**src/hdl/ordered_spill_fifo_with_bypass_core_defines.svh**
```systemverilog
// Assertion macros for the spill FIFO core.
// Used by the top level only; needs aclk and aresetn in scope.
`ifndef ORDERED_SPILL_FIFO_WITH_BYPASS_CORE_DEFINES_SVH
`define ORDERED_SPILL_FIFO_WITH_BYPASS_CORE_DEFINES_SVH

// Same-cycle implication, checked out of reset
`define OSFB_ASSERT_NOW(lbl, ante, cons, msg) \
    lbl: assert property (@(posedge aclk) disable iff (!aresetn) \
        (ante) |-> (cons)) else $error(msg);

// Next-cycle implication, checked out of reset
`define OSFB_ASSERT_NEXT(lbl, ante, cons, msg) \
    lbl: assert property (@(posedge aclk) disable iff (!aresetn) \
        (ante) |=> (cons)) else $error(msg);

`endif

```
**src/hdl/osfb_pkg.sv**
```systemverilog
// Shared constants, types and the front-to-back command for the spill FIFO core.
// No dependencies.
`timescale 1ns / 1ps

package osfb_pkg;

    localparam int SPILL_PACKETS  = 2048;
    localparam int WINDOW_PACKETS = 64;
    localparam int CMD_DEPTH      = 4;

    localparam int WORD_W  = 32;
    localparam int SLOT_W  = 6;
    localparam int STAT_W  = 12;
    localparam int PTR_W   = (SPILL_PACKETS > 1) ? $clog2(SPILL_PACKETS) : 1;
    localparam int OCC_W   = $clog2(SPILL_PACKETS + 1);
    localparam int FILL_W  = $clog2(WINDOW_PACKETS + 1);
    localparam int CMP_W   = (OCC_W > FILL_W) ? OCC_W : FILL_W;
    localparam int CQ_PTR_W = $clog2(CMD_DEPTH);
    localparam int CQ_CNT_W = $clog2(CMD_DEPTH + 1);

    typedef enum logic [1:0] {
        MODE_SEND  = 2'd0,
        MODE_DRAIN = 2'd1,
        MODE_TAKEN = 2'd2,
        MODE_CLEAR = 2'd3
    } mode_t;

    typedef enum logic [1:0] {
        CMD_STATUS = 2'd0,  // status beat only
        CMD_BYPASS = 2'd1,  // packet straight into the window
        CMD_SPILL  = 2'd2,  // packet into the spill store
        CMD_DRAIN  = 2'd3   // count packets from store into window
    } cmd_kind_t;

    typedef struct packed {
        cmd_kind_t          kind;
        logic [WORD_W-1:0]  packet;
        logic [PTR_W-1:0]   addr;
        logic [SLOT_W-1:0]  slot;
        logic [FILL_W-1:0]  count;
        logic               accepted;
        logic [STAT_W-1:0]  pending;
        logic [STAT_W-1:0]  peak;
        logic [WORD_W-1:0]  drops;
    } cmd_t;

endpackage

```
**src/hdl/osfb_cmd_queue.sv**
```systemverilog
// Short command queue between front and back ends.
// Depends on osfb_pkg.
`timescale 1ns / 1ps

module osfb_cmd_queue import osfb_pkg::*; (
    input  logic aclk,
    input  logic aresetn,
    input  logic in_valid,
    output logic in_ready,
    input  cmd_t in_cmd,
    output logic out_valid,
    input  logic out_ready,
    output cmd_t out_cmd
);

    cmd_t                entry_reg [CMD_DEPTH];
    logic [CQ_PTR_W-1:0] wr_reg, rd_reg;
    logic [CQ_CNT_W-1:0] cnt_reg;
    logic                push, pop;

    assign in_ready  = cnt_reg != CQ_CNT_W'(CMD_DEPTH);
    assign out_valid = cnt_reg != '0;
    assign out_cmd   = entry_reg[rd_reg];
    assign push      = in_valid && in_ready;
    assign pop       = out_valid && out_ready;

    always_ff @(posedge aclk) begin
        if (push) begin
            entry_reg[wr_reg] <= in_cmd;
        end
    end

    always_ff @(posedge aclk) begin
        if (!aresetn) begin
            wr_reg  <= '0;
            rd_reg  <= '0;
            cnt_reg <= '0;
        end else begin
            if (push) begin
                wr_reg <= (wr_reg == CQ_PTR_W'(CMD_DEPTH - 1)) ? '0 : wr_reg + 1'b1;
            end
            if (pop) begin
                rd_reg <= (rd_reg == CQ_PTR_W'(CMD_DEPTH - 1)) ? '0 : rd_reg + 1'b1;
            end
            if (push && !pop) begin
                cnt_reg <= cnt_reg + 1'b1;
            end else if (pop && !push) begin
                cnt_reg <= cnt_reg - 1'b1;
            end
        end
    end

endmodule

```
**config.mk**
```make
export PLATFORM = sky130hd
export DESIGN_NAME = osfb_cmd_queue
export DESIGN_NICKNAME = d
export VERILOG_FILES = /design/src/hdl/ordered_spill_fifo_with_bypass_core_defines.svh /design/src/hdl/osfb_pkg.sv /design/src/hdl/osfb_cmd_queue.sv
export SDC_FILE = /design/constraint.sdc
export NUM_CORES = 1
export LEC_CHECK = 0
export ABC_AREA = 1
export BUFFER_PORTS_ARGS = -buffer_cell sky130_fd_sc_hd__buf_2
export CORE_ASPECT_RATIO = 2
export CORE_MARGIN = 2
export CORE_UTILIZATION = 46
export CTS_CLUSTER_SIZE = 8
export DETAILED_ROUTE_END_ITERATION = 8
export PLACE_DENSITY = 0.66
export RECOVER_POWER = 100
export SKIP_CTS_REPAIR_TIMING = 1
export SYNTH_ARGS = -nofsm -noshare
export SYNTH_HDL_FRONTEND = slang
export SYNTH_SLANG_ARGS = --single-unit
```
**constraint.sdc**
```tcl
create_clock -name aclk -period 16.1 [get_ports aclk]
set_clock_uncertainty 0.05 [all_clocks]
set_input_delay 2.415 -clock aclk [delete_from_list [all_inputs] [get_ports aclk]]
set_output_delay 2.415 -clock aclk [all_outputs]
set_load 0.02 [all_outputs]
```
-- Yosys cells after proc, flatten, opt, wreduce, memory -nomap -nowiden
Memories as Yosys holds them, arrays and structs flattened. A register that Yosys moved wholly into a read port is not among the register bits.
Index checks and enable logic that the tools add are counted.
Widths: inputs -> output; s select.
- register bits: 7
- bits in latches: 0
- RAM bits: 460
- memory bits (read-only): 0
- bits of input ports: 119
- output and inout port bits: 117
- word-level logic and storage cells: 27
- memories: 1
- memory list (name ; depth ; bits a word ; read ports ; clocked after memory_dff ; wr ports ; RTL line ; text):
    entry_reg ; 4 ; 115 ; 1 ; 1 ; 1 ; osfb_cmd_queue.sv:16 ; cmd_t entry_reg [CMD_DEPTH];
- $add $sub $neg: 4
- multipliers: 0
- div/mod/pow operators: 0
- magnitude comparators: 0
- eq/ne operators: 3
- shifts and indexed selects: 0
- mux-type cells: 8
- bitwise logic cells: 0
- reductions and logical operators: 8
- operator list (kind ; count):
    $mux 2 ; 4
    $mux 3 ; 2
    $add 2x1->2 const B ; 2
    $eq 2x2->1 const B ; 2
    $logic_and 1x1->1 ; 4
    $add 3x1->3 const B ; 1
    $ne 3x3->1 const B ; 1
    $reduce_bool 3->1 ; 1
    $sub 3x1->3 const B ; 1
    $logic_not 1->1 ; 2
    $mux 1 ; 2
    $reduce_bool 2->1 ; 1

-- Longest topological paths before layout
Gate-level depths: netlist of the first run.
- depth after elaboration: 6
- mapped depth: 13
- gate-level depth less buffers: 13

-- Least setup slack after synthesis of the first run
Ideal clock, no wire load.
- path type: input to register
- from: input port in_valid
- to: memory entry_reg[0][0] (netlist bit), enable pin
- library setup time: 0.591 ns
- data arrival time: 7.351 ns
- required time: 15.459 ns
- path slack: 8.108 ns
- stages: 2
- path buffers: 0
- cell sequence: nand2_1 nor2_1
- longest elaborated chain between the ends: 3
- RTL lines (element ; RTL line ; text):
    start: declaration ; osfb_cmd_queue.sv:8 ; input logic in_valid,
    $logic_and 1x1->1 ; osfb_cmd_queue.sv:24 ; assign push = in_valid && in_ready;
    $mux 1 ; osfb_cmd_queue.sv:28 ; if (push) begin
    $mux 1 (not written as such) ; osfb_cmd_queue.sv:29 ; entry_reg[wr_reg] <= in_cmd;
    end: declaration ; osfb_cmd_queue.sv:16 ;
Every way passes these cells.

==> flow_summary.toml, run 1 <==
[finish]
drive_gt1_share_pct = 12.25
multi_input_area_sq_um = 3018
largest_reg_flops = 460
final_common_cell = "edfxtp_1"
nets = 1552
fin_area_sq_um = 20620
seqCellArea_sq_um = 14000
mostFrequentLayoutCells = "edfxtp_1 (460), nor2_1 (243), o21ai_0 (222)"
area_growth_pct = 17.82
fill_cells = 3068

[yosys]
synth-warning-count = 0
syn_nets = 1307
synth-seq-cells = 469
synth_top_area_cell = "edfxtp_1"
synth_top_area_share_pct = 78.94
async_reset_ff_share_pct = 0
synthCells = 1181
avgSynthCellArea_sq_um = 14.82
yosys-top-cells-area = "edfxtp_1 (79%), nor2_1 (5.3%), o22ai_1 (4.1%), o21ai_0 (3.9%), o21ai_1 (2.7%)"
synth_flop_cell = "edfxtp_1"
synth_edf_count = 460
synth_area_sq_um = 17500
ys_types = 21
yosysSeqAreaShare_pct = 79.97

[routing]
drtAntennaViolNets = 0
first_pass_iters = 5
vias_per_cell = 5.628
drt_iter0_markers = 563
wl_per_cell_microns = 20.99
drc_errors = 0
drt_wl_total_microns = 40120
dr_total_vias = 10755

[floorplan]
fp.dieW_microns = 141.9
ioPinCount = 236
die_y_microns = 279.8
design.core.area_sq_um = 37790
initial_core_util_pct = 46.31
row_count = 101
die_area_sq_um = 39710

[setup_path]
cp.required_ps = 13640
cp_max_fo = 80
worstPathArrival_ps = 6930
crit_path_end_kind = "output pin"
crit_buf_inv = 3
cpPeakStageDelay_ps = 1950
cpMaxStageDelayCell = "clkinvlp_2"
cp_top_family = "buffers and inverters"
crit_type = "reg2out"
worstPathCellList = "clkinvlp_2, clkbuf_1, o21ai_0, o22ai_1, buf_2"
critPathLaunchType = "register"

[clock_network]
numCtsBuffers = 68
clk_pin_slew_worst_paths_ps = 50
cts.sinks = 469
cts.root.buffer_cell = "clkbuf_16"
cts_max_path_buffers = 3
htreeDepth = 3
tritoncts = "built"
insertion_delay_ps = 560

[place]
dp_worst_setup_slack_ps = 10870
hpwlAfterDp_microns = 22250
io_buffers = 235
placed_cell_area_sq_um = 18950
gp_congestion = 0.7613

[grt]
grt_util_met1_pct = 21.30
grt_usage_pct = 20.05
grt-ovfl-total = 0
met2_usage_pct = 37.01
first_global_vias = 11108
grt_pass1_wl_microns = 59890
grt_use_met3_pct = 4.650
busiest_layer = "met2"
grt_antenna_before_repair = 5
grt_max_degree = 95

[outcome]
status = "finished, violations left"
violations = "capacitance limit, slew limit"

[sta]
final-hold-violation-count = 0
setup_ws_ps = 6702
slew_headroom_pct = -181.7
max_slew.worst_pin.slew_ps = 4226
max_clock_freq_mhz = 106.4
rsz0062_at_grt = "no"
maxSlewViolCount = 607
fin_hold_ws_ps = 458.2
setup_tns_ps = 0
setup_viol = 0
min_period_ps = 9398
fin_crit_sh_pct = 58.37

[job]
cap_violations = 10

[power]
ir_worst_vdd_uv = 134.8
total_leakage_power_nw = 6.878
power.density_nw_per_um2 = 183.8

[worst_hold_path]
hold_path_class = "reg2reg"
[report_power, final]
part	leakage, nW	internal (mW)	switching, mW
clock	0.917	0.785	0.471
sequential	4.29	1.51	0.0564
combinational	1.67	0.259	0.711
[worst paths after layout]
path | slack (ps) | cells after the start | startpoint | endpoint
setup / recovery | 6700 | 5 | register | out_cmd[46]
hold reg to reg | 460 | 2 | cnt_reg[0] | cnt_reg[0]
hold / removal | 460 | 2 | cnt_reg[0] | cnt_reg[0]
setup reg to reg | 8950 | 6 | cnt_reg[0] | entry_reg[0][62]
[routing by layer]
metal  routed length (microns)  up-vias
met5                         8        -
met4                      1358        2
met3                      2181       81
met2                     22080      345
met1                     14500     5405
li1                          -     4922
[layout make-up]
cell class / instances / share of cell area, %
timing repair buffer: 249 / 5.164
tap: 463 / 2.810
antenna: 3 / 0.03641
sequential: 469 / 67.89
inverter: 17 / 0.3398
multi-input combinational: 621 / 14.64
clock inverter: 5 / 0.2670
clock buffer: 84 / 8.854
[cell usage after synthesis, types with 2 or more instances]
| cell type | instances |
|---|---|
| o21ai_1 | 94 |
| inv_1 | 15 |
| edfxtp_1 | 460 |
| clkbuf_1 | 24 |
| ha_1 | 6 |
| a21oi_1 | 2 |
| dfxtp_1 | 9 |
| buf_2 | 22 |
| buf_6 | 15 |
| clkbuf_2 | 6 |
| o21ai_0 | 138 |
| o22ai_1 | 115 |
| nand2_1 | 15 |
| nor2_1 | 247 |
| buf_4 | 7 |
[worst reg2reg max path: cells and delay by family, from the launching register on]
family        cells  cell delay [ps]
flops             1              370
simple gates      4              640
buf+inv           2             5530
[kinds of logic after synthesis]
kind of cell / share of synthesized area (%)
flip-flops: 79.97
AO/OA/AOI/OAI: 10.80
AND/OR/NAND/NOR: 5.727
buffers and inverters: 2.960
adder cells (fa/ha/maj): 0.5434
[stage by stage]
stage                     std cells  utilization, %  power (mW)
after floorplan                1181               -       2.244
after global placement         1819           50.15       2.559
after detailed placement       1819           50.15       2.583
after CTS                      1908           55.13       3.845
after global routing           1911           54.56       3.962
final                          1911           54.56       3.790
Note: power is estimated with default switching activity, not from simulation.
==> inputs of run 2 (changes only) <==
- clock period: 16.1 -> 9 ns (I/O delays scaled with it)
==> flow_summary.toml, run 2 (synthesis gave the netlist of run 1 again) <==
[place]
gp_congestion = 0.7736
io_buffers = 235
hpwlAfterDp_microns = 21840
placed_cells = 1819
dp_worst_setup_slack_ps = 4861
placed_cell_area_sq_um = 18950

[finish]
fin_area_sq_um = 20540
drive_gt1_share_pct = 9.129
fill_cells = 3082
largest_reg_flops = 460
final_util_pct = 54.37
mostFrequentLayoutCells = "edfxtp_1 (460), nor2_1 (244), clkbuf_1 (213)"
nets = 1552
final_common_cell = "edfxtp_1"
finalNonFillerCells = 1912
area_growth_pct = 17.39

[sta]
setup_viol = 0
maxSlewViolCount = 581
setup_tns_ps = 0
fin_hold_ws_ps = 462.3
fin_crit_sh_pct = 68.32
rsz0062_at_grt = "no"
slew_headroom_pct = -199.8
setup_ws_ps = 2851
final-hold-violation-count = 0
max_clock_freq_mhz = 162.6
min_period_ps = 6149
max_slew.worst_pin.slew_ps = 4497

[routing]
drc_errors = 0
dr_total_vias = 10674
wl_per_cell_microns = 20.81
drtAntennaViolNets = 0
drt_wl_total_microns = 39790
drt_iter0_markers = 621
first_pass_iters = 5
vias_per_cell = 5.583

[outcome]
status = "finished, violations left"
violations = "capacitance limit, slew limit"

[power]
finalPower_mw = 6.729
power.density_nw_per_um2 = 327.6
total_leakage_power_nw = 6.748
ir_worst_vdd_uv = 213.7

[setup_path]
crit_type = "reg2out"
cp_max_fo = 62
worstPathCellList = "clkbuf_1, o21ai_0, o22ai_1, clkbuf_1"
cp.required_ps = 7600
cp_common_cell = "clkbuf_1"
critPathLaunchType = "register"
crit_buf_inv = 2
reg2reg_slack_ps = 3190
worstPathArrival_ps = 4750
cpPeakStageDelay_ps = 2290
cpMaxStageDelayCell = "clkbuf_1"
cp_top_family = "buffers and inverters"
crit_path_end_kind = "output pin"

[clock_network]
tritoncts = "built"
numCtsBuffers = 68
cts.sinks = 469
clk_pin_slew_worst_paths_ps = 50
insertion_delay_ps = 570
htreeDepth = 3
cts.root.buffer_cell = "clkbuf_16"
cts_max_path_buffers = 3

[job]
cap_violations = 10

[floorplan]
initial_core_util_pct = 46.31
row_count = 101
die_area_sq_um = 39710
ioPinCount = 236
fp.dieW_microns = 141.9
die_y_microns = 279.8
design.core.area_sq_um = 37790

[grt]
grt_usage_pct = 19.99
first_global_vias = 11020
grt-ovfl-total = 0
grt_pass1_wl_microns = 60080
grt_max_degree = 91
grt_antenna_before_repair = 6

[worst_hold_path]
hold_path_class = "reg2reg"
run 2: path summary, 6_finish.rpt:
path | cells after the start | end | startpoint
worst min-delay path | 2 | cnt_reg[0] | cnt_reg[0]
worst max-delay path | 4 | out_cmd[33] | register
worst max register to register | 6 | entry_reg[0][14] | cnt_reg[1]
worst min register to register | 2 | cnt_reg[0] | cnt_reg[0]
run 2: final cells by class:
cell class | count | area, sq um | share of cell area [%]
flip-flops and latches | 469 | 14000 | 68.14
multi-input cells | 621 | 3010 | 14.65
clock buffers | 82 | 1754 | 8.539
repair buffers | 249 | 1010 | 4.915
well taps | 463 | 579.3 | 2.820
clock inverters | 8 | 113.9 | 0.5543
inverters | 17 | 70.07 | 0.3411
diodes | 3 | 7.507 | 0.03655
run 2: power by group:
| group | internal [mW] | total, mW | switching [mW] |
|---|---|---|---|
| combinational | 0.433 | 1.71 | 1.28 |
| clock | 1.37 | 2.23 | 0.860 |
| sequential | 2.69 | 2.79 | 0.102 |
run 2: worst register-to-register path: stages, from the launching register on:
cell and delay [ps]:
dfxtp_1 370, nor2_1 90, nand2_1 110, nand2_1 260, nor2_4 140, clkbuf_1 2500, clkbuf_2 1810
run 2: metal layers:
metal | track usage, % | vias up | part of all wire (%)
met5 | 0 | - | 0.063
met4 | 10.51 | 4 | 3.6
met3 | 4.256 | 89 | 5.5
met2 | 35.64 | 336 | 53
met1 | 22.21 | 5316 | 37
li1 | - | 4929 | -
