`src/hdl/ordered_spill_fifo_with_bypass_core_defines.svh`:
```
// Assertion macros for the spill FIFO core.
// Used by the top level only; needs aclk and aresetn in scope.
`ifndef ORDERED_SPILL_FIFO_WITH_BYPASS_CORE_DEFINES_SVH
`define ORDERED_SPILL_FIFO_WITH_BYPASS_CORE_DEFINES_SVH

// Same-cycle implication, checked out of reset
`define OSFB_ASSERT_NOW(lbl, ante, cons, msg) \
    lbl: assert property (@(posedge aclk) disable iff (!aresetn) \
        (ante) |-> (cons)) else $error(msg);

// Next-cycle implication, checked out of reset
`define OSFB_ASSERT_NEXT(lbl, ante, cons, msg) \
    lbl: assert property (@(posedge aclk) disable iff (!aresetn) \
        (ante) |=> (cons)) else $error(msg);

`endif

```
`src/hdl/osfb_pkg.sv`:
```
// Shared constants, types and the front-to-back command for the spill FIFO core.
// No dependencies.
`timescale 1ns / 1ps

package osfb_pkg;

    localparam int SPILL_PACKETS  = 2048;
    localparam int WINDOW_PACKETS = 64;
    localparam int CMD_DEPTH      = 4;

    localparam int WORD_W  = 32;
    localparam int SLOT_W  = 6;
    localparam int STAT_W  = 12;
    localparam int PTR_W   = (SPILL_PACKETS > 1) ? $clog2(SPILL_PACKETS) : 1;
    localparam int OCC_W   = $clog2(SPILL_PACKETS + 1);
    localparam int FILL_W  = $clog2(WINDOW_PACKETS + 1);
    localparam int CMP_W   = (OCC_W > FILL_W) ? OCC_W : FILL_W;
    localparam int CQ_PTR_W = $clog2(CMD_DEPTH);
    localparam int CQ_CNT_W = $clog2(CMD_DEPTH + 1);

    typedef enum logic [1:0] {
        MODE_SEND  = 2'd0,
        MODE_DRAIN = 2'd1,
        MODE_TAKEN = 2'd2,
        MODE_CLEAR = 2'd3
    } mode_t;

    typedef enum logic [1:0] {
        CMD_STATUS = 2'd0,  // status beat only
        CMD_BYPASS = 2'd1,  // packet straight into the window
        CMD_SPILL  = 2'd2,  // packet into the spill store
        CMD_DRAIN  = 2'd3   // count packets from store into window
    } cmd_kind_t;

    typedef struct packed {
        cmd_kind_t          kind;
        logic [WORD_W-1:0]  packet;
        logic [PTR_W-1:0]   addr;
        logic [SLOT_W-1:0]  slot;
        logic [FILL_W-1:0]  count;
        logic               accepted;
        logic [STAT_W-1:0]  pending;
        logic [STAT_W-1:0]  peak;
        logic [WORD_W-1:0]  drops;
    } cmd_t;

endpackage

```
`src/hdl/osfb_front.sv`:
```
// Front end: accepts input beats, keeps FIFO/window bookkeeping, issues commands.
// Depends on osfb_pkg.
`timescale 1ns / 1ps

module osfb_front import osfb_pkg::*; (
    input  logic              aclk,
    input  logic              aresetn,
    input  logic              s_valid,
    output logic              s_ready,
    input  logic [1:0]        s_mode,
    input  logic [WORD_W-1:0] s_packet,
    output logic              cmd_valid,
    input  logic              cmd_ready,
    output cmd_t              cmd
);

    logic [PTR_W-1:0]  rd_ptr_reg,  rd_ptr_next;
    logic [PTR_W-1:0]  wr_ptr_reg,  wr_ptr_next;
    logic [OCC_W-1:0]  occ_reg,     occ_next;
    logic [OCC_W-1:0]  peak_reg,    peak_next;
    logic [WORD_W-1:0] drops_reg,   drops_next;
    logic [FILL_W-1:0] fill_reg,    fill_next;

    logic [FILL_W-1:0] avail;
    logic [FILL_W-1:0] n_move;
    logic [PTR_W:0]    rd_sum;
    logic              push;

    assign s_ready   = cmd_ready;
    assign cmd_valid = s_valid;
    assign push      = s_valid && cmd_ready;

    assign avail  = FILL_W'(WINDOW_PACKETS) - fill_reg;
    assign n_move = (CMP_W'(occ_reg) < CMP_W'(avail)) ? FILL_W'(occ_reg) : avail;
    // n_move never exceeds occupancy, so one wrap corrects the sum
    assign rd_sum = {1'b0, rd_ptr_reg} + (PTR_W+1)'(n_move);

    always_comb begin
        rd_ptr_next = rd_ptr_reg;
        wr_ptr_next = wr_ptr_reg;
        occ_next    = occ_reg;
        peak_next   = peak_reg;
        drops_next  = drops_reg;
        fill_next   = fill_reg;

        cmd.kind     = CMD_STATUS;
        cmd.packet   = s_packet;
        cmd.addr     = wr_ptr_reg;
        cmd.slot     = SLOT_W'(fill_reg);
        cmd.count    = n_move;
        cmd.accepted = 1'b0;

        unique case (mode_t'(s_mode))
            MODE_SEND: begin
                if (occ_reg == '0 && fill_reg < FILL_W'(WINDOW_PACKETS)) begin
                    cmd.kind     = CMD_BYPASS;
                    cmd.accepted = 1'b1;
                    fill_next    = fill_reg + 1'b1;
                end else if (occ_reg < OCC_W'(SPILL_PACKETS)) begin
                    cmd.kind     = CMD_SPILL;
                    cmd.accepted = 1'b1;
                    wr_ptr_next  = (wr_ptr_reg == PTR_W'(SPILL_PACKETS - 1)) ?
                                   '0 : wr_ptr_reg + 1'b1;
                    occ_next     = occ_reg + 1'b1;
                    if (occ_next > peak_reg) begin
                        peak_next = occ_next;
                    end
                end else if (drops_reg != '1) begin
                    drops_next = drops_reg + 1'b1;
                end
            end
            MODE_DRAIN: begin
                if (n_move != '0) begin
                    cmd.kind    = CMD_DRAIN;
                    cmd.addr    = rd_ptr_reg;
                    rd_ptr_next = (rd_sum >= (PTR_W+1)'(SPILL_PACKETS)) ?
                                  PTR_W'(rd_sum - (PTR_W+1)'(SPILL_PACKETS)) :
                                  PTR_W'(rd_sum);
                    occ_next    = occ_reg - OCC_W'(n_move);
                    fill_next   = fill_reg + n_move;
                end
            end
            MODE_TAKEN: begin
                fill_next = '0;
            end
            MODE_CLEAR: begin
                rd_ptr_next = '0;
                wr_ptr_next = '0;
                occ_next    = '0;
                peak_next   = '0;
                drops_next  = '0;
            end
        endcase

        // stats travel with the command as they stand after the whole item
        cmd.pending = STAT_W'(occ_next);
        cmd.peak    = STAT_W'(peak_next);
        cmd.drops   = drops_next;
    end

    always_ff @(posedge aclk) begin
        if (!aresetn) begin
            rd_ptr_reg <= '0;
            wr_ptr_reg <= '0;
            occ_reg    <= '0;
            peak_reg   <= '0;
            drops_reg  <= '0;
            fill_reg   <= '0;
        end else if (push) begin
            rd_ptr_reg <= rd_ptr_next;
            wr_ptr_reg <= wr_ptr_next;
            occ_reg    <= occ_next;
            peak_reg   <= peak_next;
            drops_reg  <= drops_next;
            fill_reg   <= fill_next;
        end
    end

endmodule

```
`config.mk`:
```
export PLATFORM = sky130hd
export DESIGN_NAME = osfb_front
export DESIGN_NICKNAME = d
export VERILOG_FILES = /design/src/hdl/ordered_spill_fifo_with_bypass_core_defines.svh /design/src/hdl/osfb_pkg.sv /design/src/hdl/osfb_front.sv
export SDC_FILE = /design/constraint.sdc
export NUM_CORES = 1
export LEC_CHECK = 0
export CORE_UTILIZATION = 25
export CTS_BUF_LIST = sky130_fd_sc_hd__clkbuf_8 sky130_fd_sc_hd__clkbuf_16
export DETAILED_ROUTE_END_ITERATION = 10
export DONT_BUFFER_PORTS = 1
export GPL_TIMING_DRIVEN = 0
export PLACE_DENSITY = 0.46
export SYNTH_ARGS = -nofsm -noshare
export SYNTH_HDL_FRONTEND = slang
export SYNTH_SLANG_ARGS = --single-unit
```
`constraint.sdc`:
```
create_clock -name aclk -period 9.8 [get_ports aclk]
set_input_delay 0.98 -clock aclk [delete_from_list [all_inputs] [get_ports aclk]]
set_output_delay 0.98 -clock aclk [all_outputs]
set_load 0.02 [all_outputs]
```
Word-level counts from Yosys, hierarchy flattened:

Index checks and enable logic that the tools add are counted.

* logic and storage cells: 72
* register bits: 85

* magnitude comparators: 5
* reduce and logical (&&, ||, !) cells: 11
* equal/unequal tests: 9
* multiplexer cells: 32
* add/subtract/negate cells: 9

Operator list (count)
* $mux 32: 3
* $mux 11: 7
* $mux 12: 6
* $pmux 32 s2: 1
* $pmux 11 s2: 2
* $pmux 12 s3: 1
* $add 32x1->32 const B: 1
* $ne 32x32->1 const B: 1
* $pmux 12 s2: 1
* $mux 7: 3
* $pmux 7 s3: 1
* $add 11x7->12: 1
* $add 12x1->12 const B: 1
* $ge 12x12->1 const B: 1
* $gt 12x12->1: 1
* $logic_not 12->1: 1
* $lt 12x12->1 const B: 1
* $lt 12x7->1: 1
* $sub 12x7->12: 1
* $add 11x1->11 const B: 1
* $eq 11x11->1 const B: 1
* $sub 11x1->11 const B: 1
* $ne 2x2->1 const B: 4
* $reduce_and 4->1: 2
* other kinds (15): 22

Longest topological paths before layout:

Gate-level depths: netlist of run 1.

* word-level depth: 8
* gate-level depth with buffers: 25
* depth with buffers taken out: 24

Worst setup path after synthesis of run 1:

No wires, ideal clock.

* kind: reg-to-output
* start: register fill_reg[0]
* end: output cmd[54] (netlist bit)
* cell stages (with the launch flop): 23
* arrival time: 5150 ps
* data required time: 8820 ps
* path slack: 3670 ps
* path through: dfxtp_1 -> or4_4 -> nor2_1 -> xnor2_1 -> inv_1 -> ha_1 -> a21o_1 -> a31o_2 -> a311oi_2 -> and2_1 -> clkbuf_1 -> nand2_1 -> o21ai_0 -> ha_1 -> inv_1 -> fa_1 -> a21oi_1 -> o211ai_1 -> o21ai_0 -> nand2_1 -> o21ai_0 -> a32oi_1 -> o21bai_1

RTL lines
* start: declaration: RTL line osfb_front.sv:22 `logic [FILL_W-1:0] fill_reg, fill_next;`
* start signal: assignment: RTL line osfb_front.sv:115 `fill_reg <= fill_next;`
* end: declaration: RTL line osfb_front.sv:14 `output cmd_t cmd`

==> results of run 1 <==
[cells by family after synthesis]
| group | share of synthesized area (%) |
|---|---|
| xor+xnor | 8.65 |
| fa+ha+maj | 9.23 |
| compound gates | 21.8 |
| buf+inv | 9.62 |
| flops | 23.3 |
| mux | 2.38 |
| simple gates | 25.0 |
[where the power goes]
part           internal, W  switching, W  total (W)
Sequential        0.000349    0.00000662   0.000356
Clock             0.000229      0.000173   0.000402
Combinational    0.0000925      0.000205   0.000298
Total             0.000670      0.000385    0.00105
[metal layers]
layer | GRT usage [%] | vias up | wire (um)
li1 | - | 3441 | -
met1 | 21.4 | 3264 | 11500
met2 | 26.8 | 181 | 11200
met3 | 4.20 | 17 | 1600
met4 | 3.69 | 0 | 295
met5 | 0 | - | 0
[worst max path at each step]
stage | from | cells after the start | slack [ns] | to
after floorplan | fill_reg[0] | 22 | 3.67 | cmd[54]
after global placement | fill_reg[0] | 23 | 2.54 | cmd[54]
after detailed placement | fill_reg[0] | 23 | 2.53 | cmd[54]
after CTS | fill_reg[0] | 23 | 2.11 | cmd[54]
after global routing | fill_reg[0] | 23 | 1.72 | cmd[54]
final | fill_reg[0] | 23 | 2.21 | cmd[54]
[cell usage after synthesis (6+ instances only)]
master / count / area share [%]
sky130_fd_sc_hd__or3_1: 17 / 1.5
sky130_fd_sc_hd__and4_1: 7 / 0.84
sky130_fd_sc_hd__nor2_1: 113 / 5.8
sky130_fd_sc_hd__dfxtp_1: 85 / 23
sky130_fd_sc_hd__nor3_1: 30 / 2.1
sky130_fd_sc_hd__xor2_1: 39 / 4.7
sky130_fd_sc_hd__a21oi_1: 65 / 4.5
sky130_fd_sc_hd__and3_1: 23 / 2.0
sky130_fd_sc_hd__inv_1: 56 / 2.9
sky130_fd_sc_hd__nand3_1: 32 / 2.2
sky130_fd_sc_hd__ha_1: 49 / 8.4
sky130_fd_sc_hd__xnor2_1: 33 / 4.0
sky130_fd_sc_hd__a31oi_1: 12 / 1.0
sky130_fd_sc_hd__buf_4: 41 / 4.2
sky130_fd_sc_hd__o21a_1: 12 / 1.2
sky130_fd_sc_hd__nor2b_1: 9 / 0.77
sky130_fd_sc_hd__clkbuf_1: 40 / 2.1
sky130_fd_sc_hd__a22o_1: 12 / 1.4
sky130_fd_sc_hd__o21ai_0: 66 / 4.5
sky130_fd_sc_hd__nand2_1: 86 / 4.4
sky130_fd_sc_hd__nand4_1: 14 / 1.2
sky130_fd_sc_hd__a21o_1: 12 / 1.2
sky130_fd_sc_hd__mux2_2: 11 / 1.7
sky130_fd_sc_hd__buf_2: 6 / 0.41
[area by class of cell]
class / count / area [um^2]
Clock buffer: 9 / 225
Fill cell: 3217 / 20600
Inverter: 57 / 214
Sequential cell: 85 / 1700
Buffer: 87 / 488
Multi-Input combinational cell: 749 / 4890
Tap cell: 384 / 480
Clock inverter: 7 / 106
[worst max-delay path, delay by kind of cell (launching register included)]
family / cells / cell delay [ns]
fa+ha+maj: 4 / 1.32
compound gates: 8 / 2.41
buf+inv: 3 / 0.59
simple gates: 7 / 1.16
flops: 1 / 0.50
xor+xnor: 1 / 0.25
[stage by stage]
stage / hold WS [ns] / total power [W] / instance area, um^2 / std cells
floorplan: 0.453 / 0.000581 / 7290 / 978
global placement: 0.475 / 0.000661 / 7770 / 1362
detailed placement: 0.480 / 0.000661 / 7770 / 1362
CTS: 0.497 / 0.00107 / 8110 / 1378
global route: 0.521 / 0.00111 / 8110 / 1378
finish: 0.490 / 0.00105 / 8110 / 1378
==> run summary, run 1 <==
The time the worst path needs with I/O delays and setup is 7.59 ns. The share of the core filled with cells came out at 28.2%. The congestion estimate from routability-driven global placement came to ~0.86. The site row count is 62.

The total via count in the routed design is 6,903. The average detailed-routed wire length per instance came out at 17.8 um. The number of sinks driven by the clock tree is 85. The number of pins with negative max-slew slack in the final report is 0.

Among all flip-flop cells after synthesis, the most frequent one is sky130_fd_sc_hd__dfxtp_1. The wire length of the first global-routing pass came out at about 38,000 um. The library cell used most frequently in the layout, excluding fill and tap cells, is sky130_fd_sc_hd__nor2_1.

The maximum clock rate is 0.132 GHz. In this run the most critical hold path is launched from wr_ptr_reg[10]. The post-cts resize count is 0. The number of nets in the synthesized netlist is 1,068. The initial antenna violation count came out at 0. The cell count of the worst reg-to-reg path came out at 23.

The number of instances in the synthesized netlist is 978. The total detailed-routing wirelength came out at 24,600 um. The library cells used most frequently in the layout, excluding fill and tap cells, are 113 x sky130_fd_sc_hd__nor2_1, 86 x sky130_fd_sc_hd__nand2_1, 85 x sky130_fd_sc_hd__dfxtp_1, 65 x sky130_fd_sc_hd__o21ai_0, 65 x sky130_fd_sc_hd__a21oi_1. For flop-to-flop paths, the worst setup slack is roughly 3.5 ns. The kind of path behind the tightest hold check is reg2reg. Hold repair after CTS inserted 0 buffers.

The number of DRC markers after the initial detailed-route iteration is ~420. The worst setup slack after layout came out at 2.21 ns. The data arrival time of the worst path is 6.61 ns. In this run the horizontal extent of the chip is 173 um. After synthesis, the share of flip-flops with an asynchronous set or reset is 0%. The startpoint identified for the worst register-to-register timing path is fill_reg[0]. Synthesis inferred 85 register bits. The register with the most flip-flops in the layout has 32 of them. The starting density of the core is 25.4%. The die area is approximately 30,000 um^2. For this design, the slowest cell found on the critical path is sky130_fd_sc_hd__o21bai_1. The count of maximum capacitance violations is 0. The buffer depth of the longest clock path is 2. The average cell area after synthesis is between 7 and 8 um^2. The number of unique standard cell types used by synthesis came out at 79. The flow ran to the end, but the final reports show violations. The net count of the finished layout came out at 1,079. The standard cell core area is 28,700 um^2.

For this run, the slowest stage of the critical path takes 0.51 ns. Yosys mapped a number of flops with a built-in enable equal to 0. TritonCTS built the clock tree.

In the routed design, unresolved DRC markers number 1. Dividing total power by cell area gives a power density of 130 nW/um^2. The number of optimization iterations in the first detailed-route pass came out at 8. The total inserted antenna cells came out at 0. The number of hold violations in the final report is 0. Traced cell by cell, the critical path runs through inv_1 -> ha_1 -> nor2b_1 -> nand3b_1 -> xor2_1 -> ha_1 -> and3_1 -> and2_0 -> a311oi_2 -> and2_1 -> clkbuf_1 -> nand2_1 -> o21ai_1 -> ha_1 -> inv_1 -> fa_1 -> a21oi_1 -> o211ai_1 -> o21ai_0 -> nand2_1 -> o21ai_0 -> a32oi_1 -> o21bai_1.

The number of clock buffers added by TritonCTS is 9. The number of global-route vias before repair came to 6,499. The critical path is of the reg2out type. Among the stages of the critical path, the cell type that occurs most often is sky130_fd_sc_hd__ha_1.

The sequential area share after synthesis is between 20% and 30%. The chip height came out at about 170 um. From synthesis to final layout, the design area changed by 11.1%. Cells with a size suffix above 1 make up 9.96% of the layout. The peak supply drop came out at about 0.00010 V.

The clock input transition at the sequential cells of the worst setup and hold paths is 0.07 ns. STA classifies the critical path startpoint as a register. The setup slack at placement came out at 2.53 ns. Setup repair after global routing left no endpoint under its margin.

The count of buffers added on input and output ports is 0. The post-detailed-placement half-perimeter wirelength is 19,100 um. The checks that failed: design-rule violations. Entering global routing, the biggest net connects 17 pins. Global routing finished with a remaining overflow of 0. The number of warnings printed during yosys synthesis came out at 0. The setup total negative slack is 0 ns. For the worst-skew pair, the clock arrives at the later sink with an insertion delay of 0.36 ns.

The worst path uses between 70% and 80% of the clock period. The worst register-to-register path ends at occ_reg[6]. The remaining max-slew budget at the tightest pin is between 10% and 20%. In this run the clock root is driven by a sky130_fd_sc_hd__clkbuf_16. The required arrival time at the worst endpoint is 8.82 ns.

STA classifies the critical path endpoint as a primary output. Along the worst path, the maximum fanout reaches 10. The number of nets with antenna violations after detailed routing came out at 0. The synthesized area came out at 7290 um^2. The pin slew with the least headroom to its limit came out at 1.22 ns. The I/O pin count came out at 155. The final worst clock skew is 0.0120 ns.

The mean number of vias per cell came out at 5.01. The leakage power came out at 3.09 nW. The worst hold path terminates at wr_ptr_reg[10]. The total routing usage reported by global routing came out at 16.3%. CTS built an H-tree with a depth of 3.

The count of endpoints failing setup in the final report is 0. The number of post-CTS setup repair buffers is 0. The worst hold path was traced through 2 stages.
(Power assumes the default switching activity.)
==> inputs of run 2 (changes only) <==
PLACE_DENSITY = 0.48   (was 0.46)
clock period = 6.4 ns   (was 9.8 ns; I/O delays follow)
==> run 2 against run 1 <==
Net effect: the run now ends clean; sequential share of layout area shrank 0.33 points; sequential cell count is the same; wire length is essentially flat; sequential power grew 53%; clock skew grew 0.0013 ns; final cell count grew 0.22%; core utilization grew 0.51 points; largest power group unchanged.
==> run summary, run 2 (same netlist as run 1, synthesis figures left out) <==
Outcome: completed (was finished with violations). The standard cell core area came out at 28,700 um^2 (unchanged). The required arrival time at the worst endpoint came to 5.76 ns (was 8.82 ns). The kind of path behind the tightest hold check was reg2reg (unchanged). The site row count is 62 (unchanged). The cell count of the worst reg-to-reg path is 23 (unchanged). The total via count in the routed design came out at 6,974 (was 6,903). The TritonCTS clock tree was done (unchanged). The overall die width is 173 um (unchanged). The category of the most critical setup path was reg2out (unchanged).

The final worst clock skew is 0.0133 ns (was 0.0120 ns). The remaining global-route overflow is 0 (unchanged). The weighted congestion at the end of routability-driven global placement came out at 0.875 (was 0.861). The flip-flop count of the largest register after layout came out at 32 (unchanged). The count of endpoints failing setup in the final report is 0 (unchanged). The worst-skew pair later-pin latency is 0.36 ns (about the same). The H-tree level count came out at 3 (unchanged).

The maximum clock rate came out at between 0.15 and 0.2 GHz. The pin slew with the least headroom to its limit is 1.20 ns (was 1.22 ns). The power density over cell area came out at 200 nW/um^2 (was 130 nW/um^2). The maximum number of pins on one net before global-route repair is 17 (unchanged). The number of global-route vias before repair was 6,624 (was 6,499). The total inserted antenna cells came out at 0 (unchanged). The number of hold buffers added after CTS came out at 0 (unchanged). The remaining design rule violation count is 0 (was 1). The clock input transition at the sequential cells of the worst setup and hold paths is 0.07 ns (about the same). The mean number of vias per cell is 5.05 (was 5.01). The final non-filler cell area is 8250 um^2 (was 8110 um^2).

The average detailed-routed wire length per instance is 17.8 um (about the same). The count of maximum capacitance violations came to 0 (unchanged). The number of cells in the finished layout apart from fillers came out at 1,381 (was 1,378). The I/O pin count is 155 (unchanged).

The buffer depth of the longest clock path was 2 (unchanged). The quantity of I/O buffers inserted on ports is 0 (unchanged). The post-synthesis to final-layout area growth came out at 13.2% (was 11.1%). The cell at the root of the clock tree is sky130_fd_sc_hd__clkbuf_16 (unchanged).

The total routing usage reported by global routing is 16.3% (about the same). The area after detailed placement is 7770 um^2 (unchanged). The total CTS buffers was 9 (unchanged).

The number of DRC markers after the initial detailed-route iteration is 438 (was 419). The peak supply drop came out at 0.000154 V (was 0.000103 V). The net count of the finished layout came out at 1,082 (was 1,079). The number of hold violations in the final report came out at 0 (unchanged).

The share of the clock period used by the worst path after layout is 94.8%. The leakage power is 3.13 nW (was 3.09 nW). The initial antenna violation count is 0 (unchanged). The number of sinks driven by the clock tree is 85 (unchanged). The share of post-route cells with drive strength above 1 is 12.4% (was 9.96%).

The die area came out at 29,900 um^2 (unchanged). The post-detailed-placement half-perimeter wirelength came to 18,900 um (was 19,100 um). The number of nets with antenna violations after detailed routing came out at 0 (unchanged). The time the worst path needs with I/O delays and setup is between 6 and 7 ns. The largest driver fanout on the critical path came out at 10 (unchanged). The critical path capture point type is a primary output (unchanged). The remaining max-slew budget at the tightest pin came to 19.4% (was 17.9%). The chip height is 173 um (unchanged). The total detailed-routing wirelength came to 24,600 um (about the same). The starting density of the core came out at 25.4% (unchanged). The most common cell after layout, fill and taps aside is sky130_fd_sc_hd__nor2_1 (unchanged). The data arrival time of the worst path came out at 5.43 ns (was 6.61 ns). The number of optimization iterations in the first detailed-route pass is 6 (was 8). The wire length of the first global-routing pass came out at 38,000 um (was 38,100 um).

The number of pins with negative max-slew slack in the final report is 0 (unchanged). Leading cell types in the layout, fill and taps excluded: 111 x sky130_fd_sc_hd__nor2_1, 84 x sky130_fd_sc_hd__nand2_1, 82 x sky130_fd_sc_hd__dfxtp_1, 64 x sky130_fd_sc_hd__o21ai_0, 61 x sky130_fd_sc_hd__a21oi_1 (was 113 x sky130_fd_sc_hd__nor2_1, 86 x sky130_fd_sc_hd__nand2_1, 85 x sky130_fd_sc_hd__dfxtp_1, 65 x sky130_fd_sc_hd__o21ai_0, 65 x sky130_fd_sc_hd__a21oi_1). The number of cells in the design after placement is 1,362 (unchanged). The number of cells traversed by the worst hold path is 2 (unchanged). The launching element type of the critical path is a register (unchanged).
run 2: area by class of cell:
| type | count | area [um^2] |
|---|---|---|
| clock inverters | 6 | 97.6 |
| clock buffers | 10 | 239 |
| fillers | 3178 | 20400 |
| repair buffers | 3 | 22.5 |
| plain buffers | 87 | 495 |
| well taps | 384 | 480 |
| flip-flops and latches | 85 | 1710 |
| inverters | 57 | 214 |
| multi-input cells | 749 | 5000 |
run 2: per-layer routing:
layer	wire length [um]	part of all wire [%]	vias to the layer above	GRT usage (%)
li1	-	-	3454	-
met4	537	2.2	0	5.16
met3	1480	6.0	30	3.87
met5	0	0	-	0
met2	11100	45	199	26.7
met1	11400	46	3291	21.1
run 2: final timing paths:
check,slack [ns],endpoint,start
setup / recovery,0.33,cmd[54],fill_reg[0]
hold reg to reg,0.49,drops_reg[1],drops_reg[1]
hold / removal,0.49,drops_reg[1],drops_reg[1]
setup reg to reg,1.06,occ_reg[6],fill_reg[0]
run 2: stage by stage:
step | total power [W] | setup WS, ns | util, % | hold slack [ns] | TNS (ns)
finish | 0.00165 | 0.334 | 28.8 | 0.494 | 0
detailed placement | 0.00101 | -0.469 | 27.1 | 0.473 | -2.12
global route | 0.00173 | -0.0272 | 28.8 | 0.509 | -0.0321
CTS | 0.00165 | 0.00852 | 28.5 | 0.494 | 0
global placement | 0.00101 | -0.465 | 27.1 | 0.474 | -2.12
floorplan | 0.000889 | 0.610 | - | 0.453 | 0
run 2: timing repair:
item	in CTS	in global routing
resized for setup	17	15
gates cloned	0	0
pin swaps	2	3
endpoints found under the setup margin	9	7
buffers inserted	2	1
run 2: worst max-delay path, stage by stage (launching register included):
cell and delay [ns]:
sky130_fd_sc_hd__dfxtp_2 0.36, sky130_fd_sc_hd__or4_4 0.58, sky130_fd_sc_hd__nor2_2 0.13, sky130_fd_sc_hd__xnor2_1 0.16, sky130_fd_sc_hd__inv_1 0.07, sky130_fd_sc_hd__ha_1 0.29, sky130_fd_sc_hd__a21o_1 0.18, sky130_fd_sc_hd__a31o_2 0.25
sky130_fd_sc_hd__a311oi_2 0.18, sky130_fd_sc_hd__buf_4 0.17, sky130_fd_sc_hd__and2_1 0.20, sky130_fd_sc_hd__buf_6 0.18, sky130_fd_sc_hd__nand2_1 0.10, sky130_fd_sc_hd__o21ai_4 0.20, sky130_fd_sc_hd__ha_4 0.20, sky130_fd_sc_hd__inv_1 0.05
sky130_fd_sc_hd__fa_1 0.41, sky130_fd_sc_hd__a21oi_2 0.18, sky130_fd_sc_hd__o211ai_1 0.17, sky130_fd_sc_hd__o21ai_2 0.25, sky130_fd_sc_hd__nand2_1 0.11, sky130_fd_sc_hd__o21ai_0 0.18, sky130_fd_sc_hd__a32oi_1 0.15, sky130_fd_sc_hd__o21bai_2 0.35
run 2: report_power, final:
group          internal [W]  switching [W]
combinational      0.000160       0.000327
clock              0.000361       0.000258
sequential         0.000534      0.0000101
total               0.00106       0.000595
